===== src/sv/jsu_pkg.sv =====
`timescale 1ns / 1ps
// ----------------------------------------------------------------------------
// jsu_pkg
// shared types and constants of the json string unescaper
// ----------------------------------------------------------------------------
package jsu_pkg;

  localparam int unsigned MaxRes = 3;

  localparam logic [2:0] PH_NORMAL = 3'd0;
  localparam logic [2:0] PH_ESC    = 3'd1;
  localparam logic [2:0] PH_HEX1   = 3'd2;
  localparam logic [2:0] PH_HEX4   = 3'd5;

  localparam logic [7:0] CH_BSLASH = 8'h5C;
  localparam logic [7:0] CH_U      = 8'h75;
  localparam logic [7:0] CH_B      = 8'h62;
  localparam logic [7:0] CH_F      = 8'h66;
  localparam logic [7:0] CH_N      = 8'h6E;
  localparam logic [7:0] CH_R      = 8'h72;
  localparam logic [7:0] CH_T      = 8'h74;

  localparam logic [7:0] CTL_BS = 8'h08;
  localparam logic [7:0] CTL_FF = 8'h0C;
  localparam logic [7:0] CTL_LF = 8'h0A;
  localparam logic [7:0] CTL_CR = 8'h0D;
  localparam logic [7:0] CTL_HT = 8'h09;

  localparam logic [15:0] CP_MAX1 = 16'h007F;
  localparam logic [15:0] CP_MAX2 = 16'h07FF;
  localparam logic [7:0]  LEAD2   = 8'hC0;
  localparam logic [7:0]  LEAD3   = 8'hE0;
  localparam logic [7:0]  CONT    = 8'h80;
  localparam logic [7:0]  CONT_MASK = 8'h3F;

  // one decoded input byte: up to three results
  typedef struct packed {
    logic [1:0]             cnt;
    logic [MaxRes-1:0][7:0] bytes;
    logic                   has_byte;
    logic                   eos;
    logic                   bad;
  } grp_t;

endpackage


===== src/sv/jsu_in_if.sv =====
`timescale 1ns / 1ps
// ----------------------------------------------------------------------------
// jsu_in_if
// input byte channel with valid/ready handshake
// ----------------------------------------------------------------------------
interface jsu_in_if;
  logic       valid;
  logic       ready;
  logic [7:0] in_byte;
  logic       end_of_string;

  modport source (output valid, output in_byte, output end_of_string, input ready);
  modport sink   (input valid, input in_byte, input end_of_string, output ready);
endinterface


===== src/sv/jsu_out_if.sv =====
`timescale 1ns / 1ps
// ----------------------------------------------------------------------------
// jsu_out_if
// result byte channel with valid/ready handshake
// ----------------------------------------------------------------------------
interface jsu_out_if;
  logic       valid;
  logic       ready;
  logic [7:0] out_byte;
  logic       has_byte;
  logic       is_last;
  logic       bad_escape;

  modport source (output valid, output out_byte, output has_byte, output is_last,
                  output bad_escape, input ready);
  modport sink   (input valid, input out_byte, input has_byte, input is_last,
                  input bad_escape, output ready);
endinterface


===== src/sv/jsu_decode.sv =====
`timescale 1ns / 1ps
// ----------------------------------------------------------------------------
// jsu_decode
// input register, escape state and per-byte decode into a result group
// ----------------------------------------------------------------------------
module jsu_decode import jsu_pkg::*; (
  input  logic       clk_i,
  input  logic       rst_ni,
  input  logic       in_valid_i,
  output logic       in_ready_o,
  input  logic [7:0] in_byte_i,
  input  logic       in_eos_i,
  output logic       grp_valid_o,
  input  logic       grp_ready_i,
  output grp_t       grp_o
);

  logic        s1_valid_q, s1_valid_d;
  logic [7:0]  s1_byte_q;
  logic        s1_eos_q;
  logic [2:0]  phase_q, phase_d;
  logic [15:0] cp_q, cp_d;
  logic        failed_q, failed_d;

  logic        in_fire, s1_fire;
  logic [2:0]  ph;
  logic        is_hex;
  logic [3:0]  digit;
  logic [15:0] cp_new;
  logic [7:0]  mapped;
  logic [1:0]  n;
  logic [MaxRes-1:0][7:0] bytes;

  assign in_ready_o  = !s1_valid_q || grp_ready_i;
  assign in_fire     = in_valid_i && in_ready_o;
  assign s1_fire     = s1_valid_q && grp_ready_i;
  assign grp_valid_o = s1_valid_q;

  always_comb begin
    s1_valid_d = s1_valid_q;
    if (in_fire) begin
      s1_valid_d = 1'b1;
    end else if (s1_fire) begin
      s1_valid_d = 1'b0;
    end
  end

  always_ff @(posedge clk_i or negedge rst_ni) begin
    if (!rst_ni) begin
      s1_valid_q <= 1'b0;
    end else begin
      s1_valid_q <= s1_valid_d;
    end
  end

  always_ff @(posedge clk_i) begin
    if (in_fire) begin
      s1_byte_q <= in_byte_i;
      s1_eos_q  <= in_eos_i;
    end
  end

  // hex digit
  always_comb begin
    is_hex = 1'b0;
    digit  = s1_byte_q[3:0];
    priority if (s1_byte_q >= 8'h30 && s1_byte_q <= 8'h39) begin
      is_hex = 1'b1;
    end else if ((s1_byte_q >= 8'h41 && s1_byte_q <= 8'h46) ||
                 (s1_byte_q >= 8'h61 && s1_byte_q <= 8'h66)) begin
      is_hex = 1'b1;
      digit  = s1_byte_q[3:0] + 4'd9;
    end else begin
      is_hex = 1'b0;
    end
  end

  always_comb begin
    unique case (s1_byte_q)
      CH_B:    mapped = CTL_BS;
      CH_F:    mapped = CTL_FF;
      CH_N:    mapped = CTL_LF;
      CH_R:    mapped = CTL_CR;
      CH_T:    mapped = CTL_HT;
      default: mapped = s1_byte_q;
    endcase
  end

  assign ph     = (phase_q > PH_HEX4) ? PH_NORMAL : phase_q;
  assign cp_new = {cp_q[11:0], digit};

  always_comb begin
    phase_d  = phase_q;
    cp_d     = cp_q;
    failed_d = failed_q;
    bytes    = '0;
    n        = 2'd0;
    priority if (ph == PH_NORMAL) begin
      phase_d = PH_NORMAL;
      if (s1_byte_q == CH_BSLASH && !s1_eos_q) begin
        phase_d = PH_ESC;
      end else begin
        bytes[0] = s1_byte_q;
        n        = 2'd1;
      end
    end else if (ph == PH_ESC) begin
      phase_d = PH_NORMAL;
      if (s1_byte_q == CH_U) begin
        if (s1_eos_q) begin
          failed_d = 1'b1;
        end else begin
          phase_d = PH_HEX1;
          cp_d    = '0;
        end
      end else begin
        bytes[0] = mapped;
        n        = 2'd1;
      end
    end else begin
      if (!is_hex) begin
        failed_d = 1'b1;
        phase_d  = PH_NORMAL;
        cp_d     = '0;
      end else if (ph == PH_HEX4) begin
        phase_d = PH_NORMAL;
        cp_d    = '0;
        priority if (cp_new <= CP_MAX1) begin
          bytes[0] = cp_new[7:0];
          n        = 2'd1;
        end else if (cp_new <= CP_MAX2) begin
          bytes[0] = LEAD2 | {3'd0, cp_new[10:6]};
          bytes[1] = CONT | (cp_new[7:0] & CONT_MASK);
          n        = 2'd2;
        end else begin
          bytes[0] = LEAD3 | {4'd0, cp_new[15:12]};
          bytes[1] = CONT | (cp_new[13:6] & CONT_MASK);
          bytes[2] = CONT | (cp_new[7:0] & CONT_MASK);
          n        = 2'd3;
        end
      end else begin
        phase_d = ph + 3'd1;
        cp_d    = cp_new;
        if (s1_eos_q) begin
          failed_d = 1'b1;
        end
      end
    end
  end

  always_comb begin
    grp_o.bytes    = bytes;
    grp_o.has_byte = (n != 2'd0);
    grp_o.cnt      = (n == 2'd0 && s1_eos_q) ? 2'd1 : n;
    grp_o.eos      = s1_eos_q;
    grp_o.bad      = failed_d;
  end

  always_ff @(posedge clk_i or negedge rst_ni) begin
    if (!rst_ni) begin
      phase_q  <= PH_NORMAL;
      cp_q     <= '0;
      failed_q <= 1'b0;
    end else if (s1_fire) begin
      if (s1_eos_q) begin
        phase_q  <= PH_NORMAL;
        cp_q     <= '0;
        failed_q <= 1'b0;
      end else begin
        phase_q  <= phase_d;
        cp_q     <= cp_d;
        failed_q <= failed_d;
      end
    end
  end

endmodule


===== src/sv/jsu_serial.sv =====
`timescale 1ns / 1ps
// ----------------------------------------------------------------------------
// jsu_serial
// result group register, emits one result per transaction
// ----------------------------------------------------------------------------
module jsu_serial import jsu_pkg::*; (
  input  logic       clk_i,
  input  logic       rst_ni,
  input  logic       grp_valid_i,
  output logic       grp_ready_o,
  input  grp_t       grp_i,
  output logic       out_valid_o,
  input  logic       out_ready_i,
  output logic [7:0] out_byte_o,
  output logic       has_byte_o,
  output logic       is_last_o,
  output logic       bad_escape_o
);

  logic       busy_q, busy_d;
  logic [1:0] idx_q, idx_d;
  grp_t       grp_q;
  logic       take, at_end, load;

  assign out_valid_o = busy_q;
  assign take        = busy_q && out_ready_i;
  assign at_end      = (idx_q == grp_q.cnt - 2'd1);
  assign grp_ready_o = !busy_q || (take && at_end);
  assign load        = grp_valid_i && grp_ready_o;

  assign out_byte_o   = grp_q.bytes[idx_q];
  assign has_byte_o   = grp_q.has_byte;
  assign is_last_o    = grp_q.eos && at_end;
  assign bad_escape_o = grp_q.eos && at_end && grp_q.bad;

  always_comb begin
    busy_d = busy_q;
    idx_d  = idx_q;
    if (load) begin
      busy_d = (grp_i.cnt != 2'd0);
      idx_d  = 2'd0;
    end else if (take) begin
      if (at_end) begin
        busy_d = 1'b0;
      end else begin
        idx_d = idx_q + 2'd1;
      end
    end
  end

  always_ff @(posedge clk_i or negedge rst_ni) begin
    if (!rst_ni) begin
      busy_q <= 1'b0;
      idx_q  <= 2'd0;
    end else begin
      busy_q <= busy_d;
      idx_q  <= idx_d;
    end
  end

  always_ff @(posedge clk_i) begin
    if (load) begin
      grp_q <= grp_i;
    end
  end

endmodule


===== src/sv/json_string_unescaper_top.sv =====
`timescale 1ns / 1ps
// ----------------------------------------------------------------------------
// json_string_unescaper_top
// unescapes the body of a quoted json string, one byte per transaction
//
// in_i carries raw body bytes, end_of_string marks the final byte.
// out_o carries unescaped bytes; \uXXXX becomes one to three utf-8 bytes.
// the final result of a string has is_last set and reports bad_escape;
// when the final byte yields nothing, a status-only result (has_byte 0)
// is sent instead.
// the input and result registers lie between an input transaction and its
// first result. throughput: one input byte per cycle while the receiver
// takes results; a byte that yields k results holds the decode stage until
// the single result register has drained them at one result per ready cycle.
// an input register in front of the result register lets one byte be
// taken while a result waits; a stalled receiver then holds both and
// in_i.ready drops, nothing is lost.
// reset clears the escape state and empties both registers.
// ----------------------------------------------------------------------------
module json_string_unescaper_top import jsu_pkg::*; (
  input  logic     clk_i,
  input  logic     rst_ni,
  jsu_in_if.sink   in_i,
  jsu_out_if.source out_o
);

  logic grp_valid, grp_ready;
  grp_t grp;

  jsu_decode u_decode (
    .clk_i       (clk_i),
    .rst_ni      (rst_ni),
    .in_valid_i  (in_i.valid),
    .in_ready_o  (in_i.ready),
    .in_byte_i   (in_i.in_byte),
    .in_eos_i    (in_i.end_of_string),
    .grp_valid_o (grp_valid),
    .grp_ready_i (grp_ready),
    .grp_o       (grp)
  );

  jsu_serial u_serial (
    .clk_i        (clk_i),
    .rst_ni       (rst_ni),
    .grp_valid_i  (grp_valid),
    .grp_ready_o  (grp_ready),
    .grp_i        (grp),
    .out_valid_o  (out_o.valid),
    .out_ready_i  (out_o.ready),
    .out_byte_o   (out_o.out_byte),
    .has_byte_o   (out_o.has_byte),
    .is_last_o    (out_o.is_last),
    .bad_escape_o (out_o.bad_escape)
  );

endmodule


===== src/flat_wrapper.sv =====
// flat-port wrapper written by rule: the top's interface ports become plain ports
module json_string_unescaper_top_flat import jsu_pkg::*;
  (clk_i, rst_ni, in_i_valid, in_i_in_byte, in_i_end_of_string, in_i_ready, out_o_valid, out_o_out_byte, out_o_has_byte, out_o_is_last, out_o_bad_escape, out_o_ready);
  jsu_in_if in_i_i ();
  jsu_out_if out_o_i ();
  input  logic clk_i;
  input  logic rst_ni;
  input wire logic [$bits(in_i_i.valid)-1:0] in_i_valid;
  input wire logic [$bits(in_i_i.in_byte)-1:0] in_i_in_byte;
  input wire logic [$bits(in_i_i.end_of_string)-1:0] in_i_end_of_string;
  output wire logic [$bits(in_i_i.ready)-1:0] in_i_ready;
  output wire logic [$bits(out_o_i.valid)-1:0] out_o_valid;
  output wire logic [$bits(out_o_i.out_byte)-1:0] out_o_out_byte;
  output wire logic [$bits(out_o_i.has_byte)-1:0] out_o_has_byte;
  output wire logic [$bits(out_o_i.is_last)-1:0] out_o_is_last;
  output wire logic [$bits(out_o_i.bad_escape)-1:0] out_o_bad_escape;
  input wire logic [$bits(out_o_i.ready)-1:0] out_o_ready;
  assign in_i_i.valid = in_i_valid;
  assign in_i_i.in_byte = in_i_in_byte;
  assign in_i_i.end_of_string = in_i_end_of_string;
  assign in_i_ready = in_i_i.ready;
  assign out_o_valid = out_o_i.valid;
  assign out_o_out_byte = out_o_i.out_byte;
  assign out_o_has_byte = out_o_i.has_byte;
  assign out_o_is_last = out_o_i.is_last;
  assign out_o_bad_escape = out_o_i.bad_escape;
  assign out_o_i.ready = out_o_ready;
  json_string_unescaper_top u_core (.clk_i(clk_i), .rst_ni(rst_ni), .in_i(in_i_i), .out_o(out_o_i));
endmodule

===== config.mk =====
export PLATFORM = sky130hd
export DESIGN_NAME = json_string_unescaper_top_flat
export DESIGN_NICKNAME = d
export VERILOG_FILES = /design/src/sv/jsu_pkg.sv /design/src/sv/jsu_in_if.sv /design/src/sv/jsu_out_if.sv /design/src/sv/jsu_decode.sv /design/src/sv/jsu_serial.sv /design/src/sv/json_string_unescaper_top.sv /design/src/flat_wrapper.sv
export SDC_FILE = /design/constraint.sdc
export NUM_CORES = 1
export LEC_CHECK = 0
export ABC_AREA = 1
export BUFFER_PORTS_ARGS = -buffer_cell sky130_fd_sc_hd__buf_2
export CELL_PAD_IN_SITES_DETAIL_PLACEMENT = 1
export CELL_PAD_IN_SITES_GLOBAL_PLACEMENT = 2
export CORE_MARGIN = 4
export CORE_UTILIZATION = 32
export DETAILED_ROUTE_END_ITERATION = 6
export HOLD_SLACK_MARGIN = 0.08
export PLACE_DENSITY = 0.79
export SYNTH_ARGS = -nofsm -noshare
export SYNTH_HDL_FRONTEND = slang
export SYNTH_SLANG_ARGS = --single-unit
export TNS_END_PERCENT = 5

===== constraint.sdc =====
create_clock -name clk_i -period 4.05 [get_ports clk_i]
set_input_delay 0.6075 -clock clk_i [delete_from_list [all_inputs] [get_ports clk_i]]
set_output_delay 0.6075 -clock clk_i [all_outputs]
set_load 0.02 [all_outputs]

---- Word level (Yosys, flattened, before mapping) ----
Index checks and enable logic that the tools add are counted.
operators by class
  add/subtract/negate cells ............... 4
  $lt $le $gt $ge ......................... 10
  equality and inequality tests ........... 13
  mux-type cells .......................... 54
  bitwise gates (word level) .............. 2
  reductions and logical operators ........ 29
operators by type and width
  kind                    number
  $mux W12                6
  $mux W8                 9
  $eq A8 B7 Y1 const B    7
  $pmux W8 S5             1
  $mux W2                 10
  $mux W1                 18
  $mux W3                 6
  $bmux W8 S2             1
  $ge A8 B7 Y1 const B    2
  $le A16 B11 Y1 const B  1
  $le A16 B7 Y1 const B   1
  $le A8 B7 Y1 const B    2
  $mux W14                1
  $logic_and A1 B1 Y1     11
  $reduce_bool A2 Y1      5
  $ge A8 B6 Y1 const B    1
  $le A8 B6 Y1 const B    1
  $mux W4                 2
  $reduce_or A6 Y1        1
  $reduce_or A5 Y1        1
  $add A4 B4 Y4 const B   1
  $reduce_and A2 Y1       2
  $add A3 B1 Y3 const B   1
  $eq A3 B1 Y1 const B    1
  15 further kinds        20
storage, ports and cells
  bits in registers ....................... 58
  output and inout bits ................... 13
  logic and storage cells ................. 128

---- Longest topological paths before layout ----
Gate-level depths: netlist of run 1.
  depth in word-level cells ............... 17
  mapped depth ............................ 11

---- Modules after synthesis ----
From an unflattened synthesis of run 1, not the netlist that was laid out.
unflattened totals
  cell total of the unflattened synthesis .. 399
  area total of the unflattened synthesis .. 3,397.0 µm²
by module, submodules not included
  module      instances  cells an instance  area each (µm²)
  jsu_decode  1          301                2,082.0
  jsu_serial  1          98                 1,315.0

---- Worst setup path after synthesis of run 1 ----
OpenSTA, ideal clock, no wires.
  path kind ............................... register to output
  start ................................... reg u_core.u_serial.idx_q[1]
  end ..................................... out out_o_bad_escape
  arrival ................................. 1.408 ns
  slack ................................... 2.035 ns
  cell stages (with the launch flop) ...... 6
  path buffers ............................ 1
  cells stage by stage .................... dfrtp_1 buf_4 xnor2_1 nand2_1 and2_1 nor3b_1
between the ends
  longest elaborated chain between the ends .. 3
ends and longest elaborated chain
  item                              line                text
  from (decl)                       jsu_serial.sv:21    logic [1:0] idx_q, idx_d;
  from (signal assigned)            jsu_serial.sv:57    idx_q <= idx_d;
  $eq A2 B2 Y1                      jsu_serial.sv:27    assign at_end = (idx_q == grp_q.cnt - 2'd1);
  $logic_and A1 B1 Y1 (2 in a row)  jsu_serial.sv:34    assign bad_escape_o = grp_q.eos && at_end && grp_q.bad;
  to (decl)                         flat_wrapper.sv:16  output wire logic [$bits(out_o_i.bad_escape)-1:0] out_o_bad_escape;
No other way between the ends.

---- Worst setup path after layout of run 1 ----
  start ................................... reg u_core.u_serial.idx_q[1]
  end ..................................... reg u_core.u_serial.grp_q[3] in the netlist's numbering, enable pin
between the ends
  longest elaborated chain between the ends .. 4
ends and longest elaborated chain
  item                               line              text
  $eq A2 B2 Y1                       jsu_serial.sv:27
  $logic_and A1 B1 Y1                jsu_serial.sv:28  assign grp_ready_o = !busy_q || (take && at_end);
  $logic_or A1 B1 Y1                 jsu_serial.sv:28
  $logic_and A1 B1 Y1                --
  named net u_core.u_decode.s1_fire  jsu_decode.sv:25  logic in_fire, s1_fire;
  to (signal assigned)               jsu_serial.sv:63  grp_q <= grp_i;
  to (decl)                          jsu_serial.sv:22  grp_t grp_q;
The timed path passes the listed nets, and every way through them passes these cells.
A chain may end at the register's enable or synchronous reset.

==> results list, run 1 <==
- Hold-fix buffer count after cts: 0
- The hold violation total from the final report is 0.
- In this run the horizontal extent of the chip is 108 microns.
- Synthesized cell area: ~0.0032 sq mm
* Post-placement cell area: 0.00345 sq mm
* Arrival time at the worst endpoint: approximately 2.2 ns
- Static power due to leakage: 1.56 nW
- In this run the worst path has a maximum fanout of 29.
- Total area of sequential cells: approximately 0.0016 sq mm
* Aggregate routed wire length: 8250 microns
- Counting every instance in the synthesized netlist gives 391.
* Fraction of the mapped netlist area in compound gates: 0.0848
- CTS HTree Levels: 2
* DRC: 0
- Clock-pin slew reported for the worst setup and hold paths after clock tree synthesis: 0.11 ns
- Number of nets with antenna violations after routing: 0
- At the end of the flow, the number of nets in the layout was 435.
- For this block, the via count after detailed routing is 2630.
- Highest Clock Rate: 440 MHz
* Post-synth net total: 408
- Area of the multi-input gates: approximately 0.0014 sq mm
- Number of instances resized during post-cts repair: 0
* Via count of the first global-routing pass: 2685
- The wire-length estimate of the detail-placed layout is 6630 microns.
* Count of final max-slew check failures: 0
- Cell accounting for the most synthesized area: sky130_fd_sc_hd__edfxtp_1
- The floorplan step defined a die boundary enclosing between 0.01 and 0.015 sq mm.
- Post-CTS repair timing setup buffer count: 0
- Worst IR drop on VDD: 0.196 mV
- TritonCTS created 5 clock buffers.
- Minimum clock period after layout: between 2 and 2.5 ns
- Each instance of the synthesized netlist takes up on average between 8 and 9 sq um.
* Most frequent standard cell in the layout excluding fill and tap cells: sky130_fd_sc_hd__nand2_1
- The region available for standard cell placement spans 0.00977 sq mm.
* XOR/XNOR Fraction of Synth Area: 0.00547
* Endpoint of the worst register-to-register path: u_core.u_serial.grp_q[3]$_DFFE_PP_
- Fill cells in the final layout number 1214.
- In the final routed layout, each cell accounts on average for 15.0 microns.
- The worst setup path is captured at a flop.
- Clock insertion delay at the later pin of the skew report: 0.31 ns
* Aggregate global-route resource usage: 0.154
- For this run, the number of Yosys warnings is 0.
- Relative to the synthesized area, the layout overhead comes to 10.4%.
* Required arrival time at the worst endpoint: 3.99 ns
* IO Port Bufs: 25
- Reg-to-reg slack, setup: 1.77 ns
- Wire length of the first global-routing pass: 14100 microns
- Of the post-synthesis cell area, the part taken by muxes is 0.
- Count of final setup violators: 0
- Sequential share of the synthesized area: 0.494
- Number of cells traversed by the worst register-to-register path: 5
* Class of the tightest hold or removal check: in2async
* Average vias per placed instance: 4.76
- Die span in y: around 110 microns
- Combinational family with the most area after synthesis: simple AND/OR/NAND/NOR gates
- The cell sitting at the root of the clock tree is a sky130_fd_sc_hd__clkbuf_8.
* Final-layout setup total negative slack: 0 ns
- Startpoint class of the critical path: flop
- For the pin with the worst max-slew slack, the measured transition is 1.03 ns.
- Post-synthesis register bit count: 56
- Entering global routing, the biggest net connects 30 pins.
* Yosys top cell area share: 0.338
* Antenna Diode Count: 0
* Layout Cell Area excl Fill: 0.00353 sq mm
* Share of cells above drive strength 1: 0.155
* Total Power: around 2.2 mW
* Simple logic cell fraction of the synthesized area: 0.327
* Unrepaired setup endpoints after global routing: no
- The detailed router finished its first iteration with 149 violations.
* Max transition margin: 0.310
* Unique masters post-synth: 34
* Initial antenna violation count: 0
* Top-level port count: 26
- The tool flagged a number of max-cap violations equal to 0.
- Largest clock skew in the final design: 0.00994 ns
- Clock tree from TritonCTS: done
- In the finished design, the share of the clock period the worst path needs comes to 0.562.
* Top area cells in the synthesized netlist: sky130_fd_sc_hd__edfxtp_1, sky130_fd_sc_hd__dfrtp_1, sky130_fd_sc_hd__nand2_1
- Clk sinks: 56
- Number of detailed-routing iterations run before antenna repair: 4
* Run status: finished, final reports clean
- The floorplan has 36 rows.
- The clock passes through at most 2 buffers.
- Summed over all layers, the global routing overflow is 0.
- In this run the critical register-to-register path is launched from u_core.u_serial.idx_q[1]$_DFFE_PN0P_.
- Of the total synthesized cell area, the portion taken by full adders, half adders and majority gates is 0.0156.
- At the end of routability-driven placement, the weighted congestion stood at 0.815.
- Initial Util: 0.328
- For this design the ratio of total power to cell area is around 600 mW/mm^2.
- Highest-count cells in the layout ignoring fill and taps: sky130_fd_sc_hd__nand2_1, sky130_fd_sc_hd__nor2_1, sky130_fd_sc_hd__inv_1, sky130_fd_sc_hd__nand3_1, sky130_fd_sc_hd__edfxtp_1
* CP Class: reg2reg
-- flip-flops by register name, indices dropped and copies added (netlist names) --
signal and flops:
u_core.u_serial.grp_q 26, u_core.u_serial.has_byte_o 1, u_core.u_decode.s1_byte_q 8, u_core.u_serial.idx_q 2
u_core.u_decode.failed_q 1, u_core.u_serial.out_valid_o 1, u_core.u_decode.cp_q 12, u_core.u_decode.phase_q 3
u_core.u_decode.s1_eos_q 1, u_core.u_decode.grp_valid_o 1
-- synthesized netlist by cell type --
library cell	count
sky130_fd_sc_hd__nand2_4	2
sky130_fd_sc_hd__buf_8	1
sky130_fd_sc_hd__and2_1	1
sky130_fd_sc_hd__a22oi_1	1
sky130_fd_sc_hd__xor2_1	1
sky130_fd_sc_hd__nand2_1	107
sky130_fd_sc_hd__nor2_4	2
sky130_fd_sc_hd__inv_2	5
sky130_fd_sc_hd__buf_4	1
sky130_fd_sc_hd__edfxtp_1	36
sky130_fd_sc_hd__inv_1	45
sky130_fd_sc_hd__xnor2_1	1
sky130_fd_sc_hd__nand3_2	3
sky130_fd_sc_hd__o22ai_1	2
sky130_fd_sc_hd__nand2_2	3
sky130_fd_sc_hd__nand2_8	1
sky130_fd_sc_hd__nor2_2	10
sky130_fd_sc_hd__nand3b_1	1
sky130_fd_sc_hd__nand3_4	2
sky130_fd_sc_hd__nand3_1	36
sky130_fd_sc_hd__buf_6	2
sky130_fd_sc_hd__o21ai_2	3
sky130_fd_sc_hd__o21ai_1	9
sky130_fd_sc_hd__nand4_1	6
sky130_fd_sc_hd__a21oi_4	1
sky130_fd_sc_hd__nor3b_1	1
sky130_fd_sc_hd__a21oi_1	15
sky130_fd_sc_hd__nor3_1	2
sky130_fd_sc_hd__o21ai_0	16
sky130_fd_sc_hd__dfrtp_1	20
sky130_fd_sc_hd__a21oi_2	1
sky130_fd_sc_hd__nor2_1	49
sky130_fd_sc_hd__ha_1	4
sky130_fd_sc_hd__clkbuf_1	1
-- metal layers --
| metal | wire, microns | track usage |
|---|---|---|
| met1 | 3950 | 0.214 |
| met2 | 3930 | 0.257 |
| met3 | 290 | 0.0179 |
| met4 | 87 | 0.0352 |
| met5 | 0 | 0 |
-- how the worst max path moves through the flow --
stage	slack, ns	end	from
after detailed placement	1.71	u_core.u_serial.grp_q[16]$_SDFFCE_PP0P_	out_o_ready
final	1.77	u_core.u_serial.grp_q[3]$_DFFE_PP_	u_core.u_serial.idx_q[1]$_DFFE_PN0P_
after floorplan	2.03	out_o_bad_escape	u_core.u_serial.idx_q[1]$_DFFE_PN0P_
after global placement	1.79	u_core.u_serial.grp_q[24]$_SDFFCE_PP0P_	out_o_ready
after global routing	1.54	u_core.u_decode.phase_q[0]$_DFFE_PN0P_	u_core.u_serial.idx_q[1]$_DFFE_PN0P_
after CTS	1.74	u_core.u_serial.grp_q[5]$_DFFE_PP_	u_core.u_serial.idx_q[1]$_DFFE_PN0P_
-- worst max-delay path, stage by stage, from the launching register on --
cell and delay [ns]:
sky130_fd_sc_hd__dfrtp_1 0.47, sky130_fd_sc_hd__xor2_1 0.19, sky130_fd_sc_hd__nand2_1 0.09, sky130_fd_sc_hd__nand3_2 0.09
sky130_fd_sc_hd__nand3_2 0.22, sky130_fd_sc_hd__inv_1 0.84
-- cell families (layout without fill, tap and decap cells) --
logic type,after synthesis,after routing
fa+ha+maj,4,4
simple gates,226,226
buf+inv,55,83
flops,56,56
compound gates,48,48
xor+xnor,2,2
-- stage by stage --
step / hold WS [ns] / utilization / cells / setup slack, ns
CTS: 0.272 / 0.362 / 552 / 1.74
floorplan: 0.312 / - / 391 / 2.03
finish: 0.260 / 0.362 / 552 / 1.77
global route: 0.295 / 0.362 / 552 / 1.54
detailed placement: 0.513 / 0.353 / 544 / 1.71
global placement: 0.515 / 0.353 / 544 / 1.79
-- final cells by class --
class,count,area share
Clock buffer,6,0.0205
Clock inverter,2,0.00460
Inverter,50,0.0531
Multi-Input combinational cell,280,0.392
Sequential cell,56,0.447
Tap cell,133,0.0471
Timing Repair Buffer,25,0.0354
-- report_power, final --
group | internal, mW | switching, mW
sequential | 0.793 | 0.117
clock | 0.124 | 0.191
combinational | 0.265 | 0.673
No activity file was read; power rests on OpenSTA's default activity.
==> inputs of run 2 (changes only) <==
Clock period 4.05 ns to 2.3 ns, I/O delays scaled along.
==> run 2 against run 1 <==
Against the previous run: cell area rose by 1.1%; clock power rose by 72%; hold slack got worse by 0.041 ns; die area did not move; via count rose by 0.27%; largest cell class unchanged.
==> results list, run 2 (synthesis gave the netlist of run 1 again) <==
- The number of antenna violations at the first check in global routing came to 0 (unchanged).
* Worst IR drop on VDD: 0.336 mV (+72%)
* Run status: finished, final reports clean
* IO Port Bufs: 25 (unchanged)
* Aggregate routed wire length: 8510 microns (+3.1%)
* Number of nets with antenna violations after routing: 0 (unchanged)
* Startpoint class of the critical path: flop
- The final hold slack was 0.219 ns (-0.0406 ns).
- Clock-pin slew reported for the worst setup and hold paths after clock tree synthesis: 0.11 ns (about the same)
* Final weighted congestion of routability-driven global placement: 0.852 (+4.5%)
- The antenna diode count is 0 (unchanged).
- TritonCTS built the clock tree.
- The post-detailed-route DRC marker count came to 0 (unchanged).
* Worst-Margin Slew: 0.539 ns (-0.495 ns)
- The worst-case setup margin in the final layout is 0.230 ns (-1.54 ns).
- The worst-case clock skew came to 0.0166 ns (+0.00670 ns).
- Minimum clock period after layout: 2.07 ns (-0.206 ns)
- Net count, final: 438 (+0.69%)
- Layout Cell Area excl Fill: 0.00357 sq mm (+1.1%)
- In the final layout, the registers with the most flip-flops are u_core.u_serial.grp_q: 26 flops, u_core.u_decode.cp_q: 12 flops, u_core.u_decode.s1_byte_q: 8 flops.
- The height of the chip is 108 microns (unchanged).
- Count of final max-slew check failures: 0 (unchanged)
- Most frequent standard cell in the layout excluding fill and tap cells: sky130_fd_sc_hd__nand2_1
- The residual overflow from global routing is 0 (unchanged).
- Final-layout setup total negative slack: 0 ns (unchanged)
* Post-placement cell area: 0.00347 sq mm (+0.80%)
- Detailed-placement wirelength estimate: 6820 microns (+3.0%)
- Hold Vio Cnt, Final: 0 (unchanged)
- The maximum number of pins on one net before global-route repair came to 29 (-3.3%).
- The count of routing violations after the opening detailed-route iteration is 84 (-44%).
* Fill cell total of the finished layout: 1197 (-1.4%)
- Die width: 108 microns (unchanged)
* Top-level port count: 26 (unchanged)
* Max transition margin: 0.641 (+0.331)
* Share of cells above drive strength 1: 0.161 (+0.00601)
* Cell total after placement: 546 (+0.37%)
* Via count of the first global-routing pass: 2843 (+5.9%)
- The total die area was 0.0117 sq mm (unchanged).
* Layout-stage area growth over the synthesis result: 11.5%
- Arrival time at the worst endpoint: 2.12 ns (-0.09 ns)
* Aggregate global-route resource usage: 0.157 (+0.00351)
* Power Dens Cells: 1080 mW/mm^2 (+77%)
- Share of the clock period used by the worst path: 0.900 (+0.338)
- The CTS sink count came to 56 (unchanged).
- Setup repair after global routing left no endpoint under its margin.
- The static leakage power was 1.57 nW (+1.0%).
- The core area is 0.00977 sq mm (unchanged).
- Post-CTS repair timing setup buffer count: 0 (unchanged)
- The number of detailed-routing iterations run before antenna repair came to 4 (unchanged).
* Setup slack at placement: 0.208 ns (-1.50 ns)
- The number of core rows was 36 (unchanged).
* Via total after detailed routing: 2637 (+0.27%)
* Average vias per placed instance: 4.75 (-0.28%)
- Element type at the critical path end: flop
- Highest Clock Rate: 483 MHz (+9.9%)
* Count of placed standard cells in the final layout, fillers left out: 555 (+0.54%)
- Number of buffers inserted during clock tree synthesis: 5 (unchanged)
- The utilization after layout came to 0.365 (+0.00384).
- Class of the tightest hold or removal check: in2reg
- Most flop-heavy register: u_core.u_serial.grp_q
* Maximum buffer depth of the clock tree: 2 (unchanged)
- The number of maximum-capacitance constraint violations came to 0 (unchanged).
* CTS HTree Levels: 2 (unchanged)
* Highest-count cells in the layout ignoring fill and taps: sky130_fd_sc_hd__nand2_1, sky130_fd_sc_hd__nor2_1, sky130_fd_sc_hd__inv_1, sky130_fd_sc_hd__nand3_1, sky130_fd_sc_hd__edfxtp_1
- WL per Instance: 15.3 microns (+2.5%)
* CP Class: reg2reg
- Wire length of the first global-routing pass: 14600 microns (+3.8%)
- Initial Util: 0.328 (unchanged)
- The required arrival time at the worst endpoint is 2.35 ns (-1.64 ns).
- The post-layout total power was 3.87 mW (+79%).
- The number of flip-flops in the largest register was 26 (unchanged).
* Clock insertion delay at the later pin of the skew report: 0.31 ns (about the same)
- The number of setup violations in the final report is 0 (unchanged).
- CTS placed an instance of sky130_fd_sc_hd__clkbuf_8 at the clock tree root.
- Maximum fanout count along the critical path: 7 (-76%)
-- run 2: cell types whose count changed in the layout (fill, tap and decap cells not counted) --
cell                            before  now
sky130_fd_sc_hd__buf_12              0    1
sky130_fd_sc_hd__buf_4               0    1
sky130_fd_sc_hd__dlygate4sd3_1       0    1
sky130_fd_sc_hd__inv_1              45   44
sky130_fd_sc_hd__inv_2               5    6
-- run 2: critical path, stage by stage (launching register included) --
cell and delay (ns):
sky130_fd_sc_hd__edfxtp_1 0.52, sky130_fd_sc_hd__inv_1 0.18, sky130_fd_sc_hd__ha_1 0.25, sky130_fd_sc_hd__nand3_2 0.15
sky130_fd_sc_hd__nand3_4 0.18, sky130_fd_sc_hd__nand2_8 0.10, sky130_fd_sc_hd__nand2_4 0.11, sky130_fd_sc_hd__inv_2 0.08
sky130_fd_sc_hd__a21oi_1 0.11, sky130_fd_sc_hd__o21ai_0 0.12
-- run 2: layout make-up --
type                    instances  area [sq um]  share of cell area
clock inverters                 2          16.3             0.00455
inverters                      50           188              0.0525
flip-flops and latches         56          1580               0.443
well taps                     133           166              0.0466
clock buffers                   6          72.6              0.0203
repair buffers                 28           163              0.0455
multi-input cells             280          1390               0.388
-- run 2: path summary, 6_finish.rpt --
check / from / to / slack (ns) / cells past startpoint
worst max-delay path: u_core.u_decode.s1_byte_q[1]$_DFFE_PP_ / u_core.u_serial.grp_q[10]$_DFFE_PP_ / 0.23 / 9
worst min-delay path: in_i_in_byte[3] / u_core.u_decode.s1_byte_q[3]$_DFFE_PP_ / 0.22 / 1
worst max register to register: u_core.u_decode.s1_byte_q[1]$_DFFE_PP_ / u_core.u_serial.grp_q[10]$_DFFE_PP_ / 0.23 / 9
worst min register to register: u_core.u_decode.failed_q$_DFFE_PN0P_ / u_core.u_decode.failed_q$_DFFE_PN0P_ / 0.56 / 2
max in group asynchronous: rst_ni / u_core.u_decode.cp_q[5]$_DFFE_PN0P_ / 1.39 / 2
min in group asynchronous: rst_ni / u_core.u_decode.phase_q[1]$_DFFE_PN0P_ / 0.54 / 2
-- run 2: repair_timing --
item | in CTS | in global routing
hold buffers | 1 | 0
resized for setup | 0 | 1
setup endpoints to repair | 0 | 1
hold endpoints to repair | 20 | 0
-- run 2: routing by layer --
metal  part of all wire  vias to the layer above  wire length [microns]  global-route usage
met4              0.010                        0                     86              0.0379
met2               0.49                       35                   4180               0.267
li1                   -                     1334                      -                   -
met3              0.024                        6                    200              0.0167
met5                  0                        -                      0                   0
met1               0.47                     1262                   4040               0.215
-- run 2: power breakdown --
part	switching [mW]	leakage (nW)	internal, mW
registers	0.213	0.600	1.39
clock network	0.326	0.0414	0.218
logic	1.22	0.932	0.511
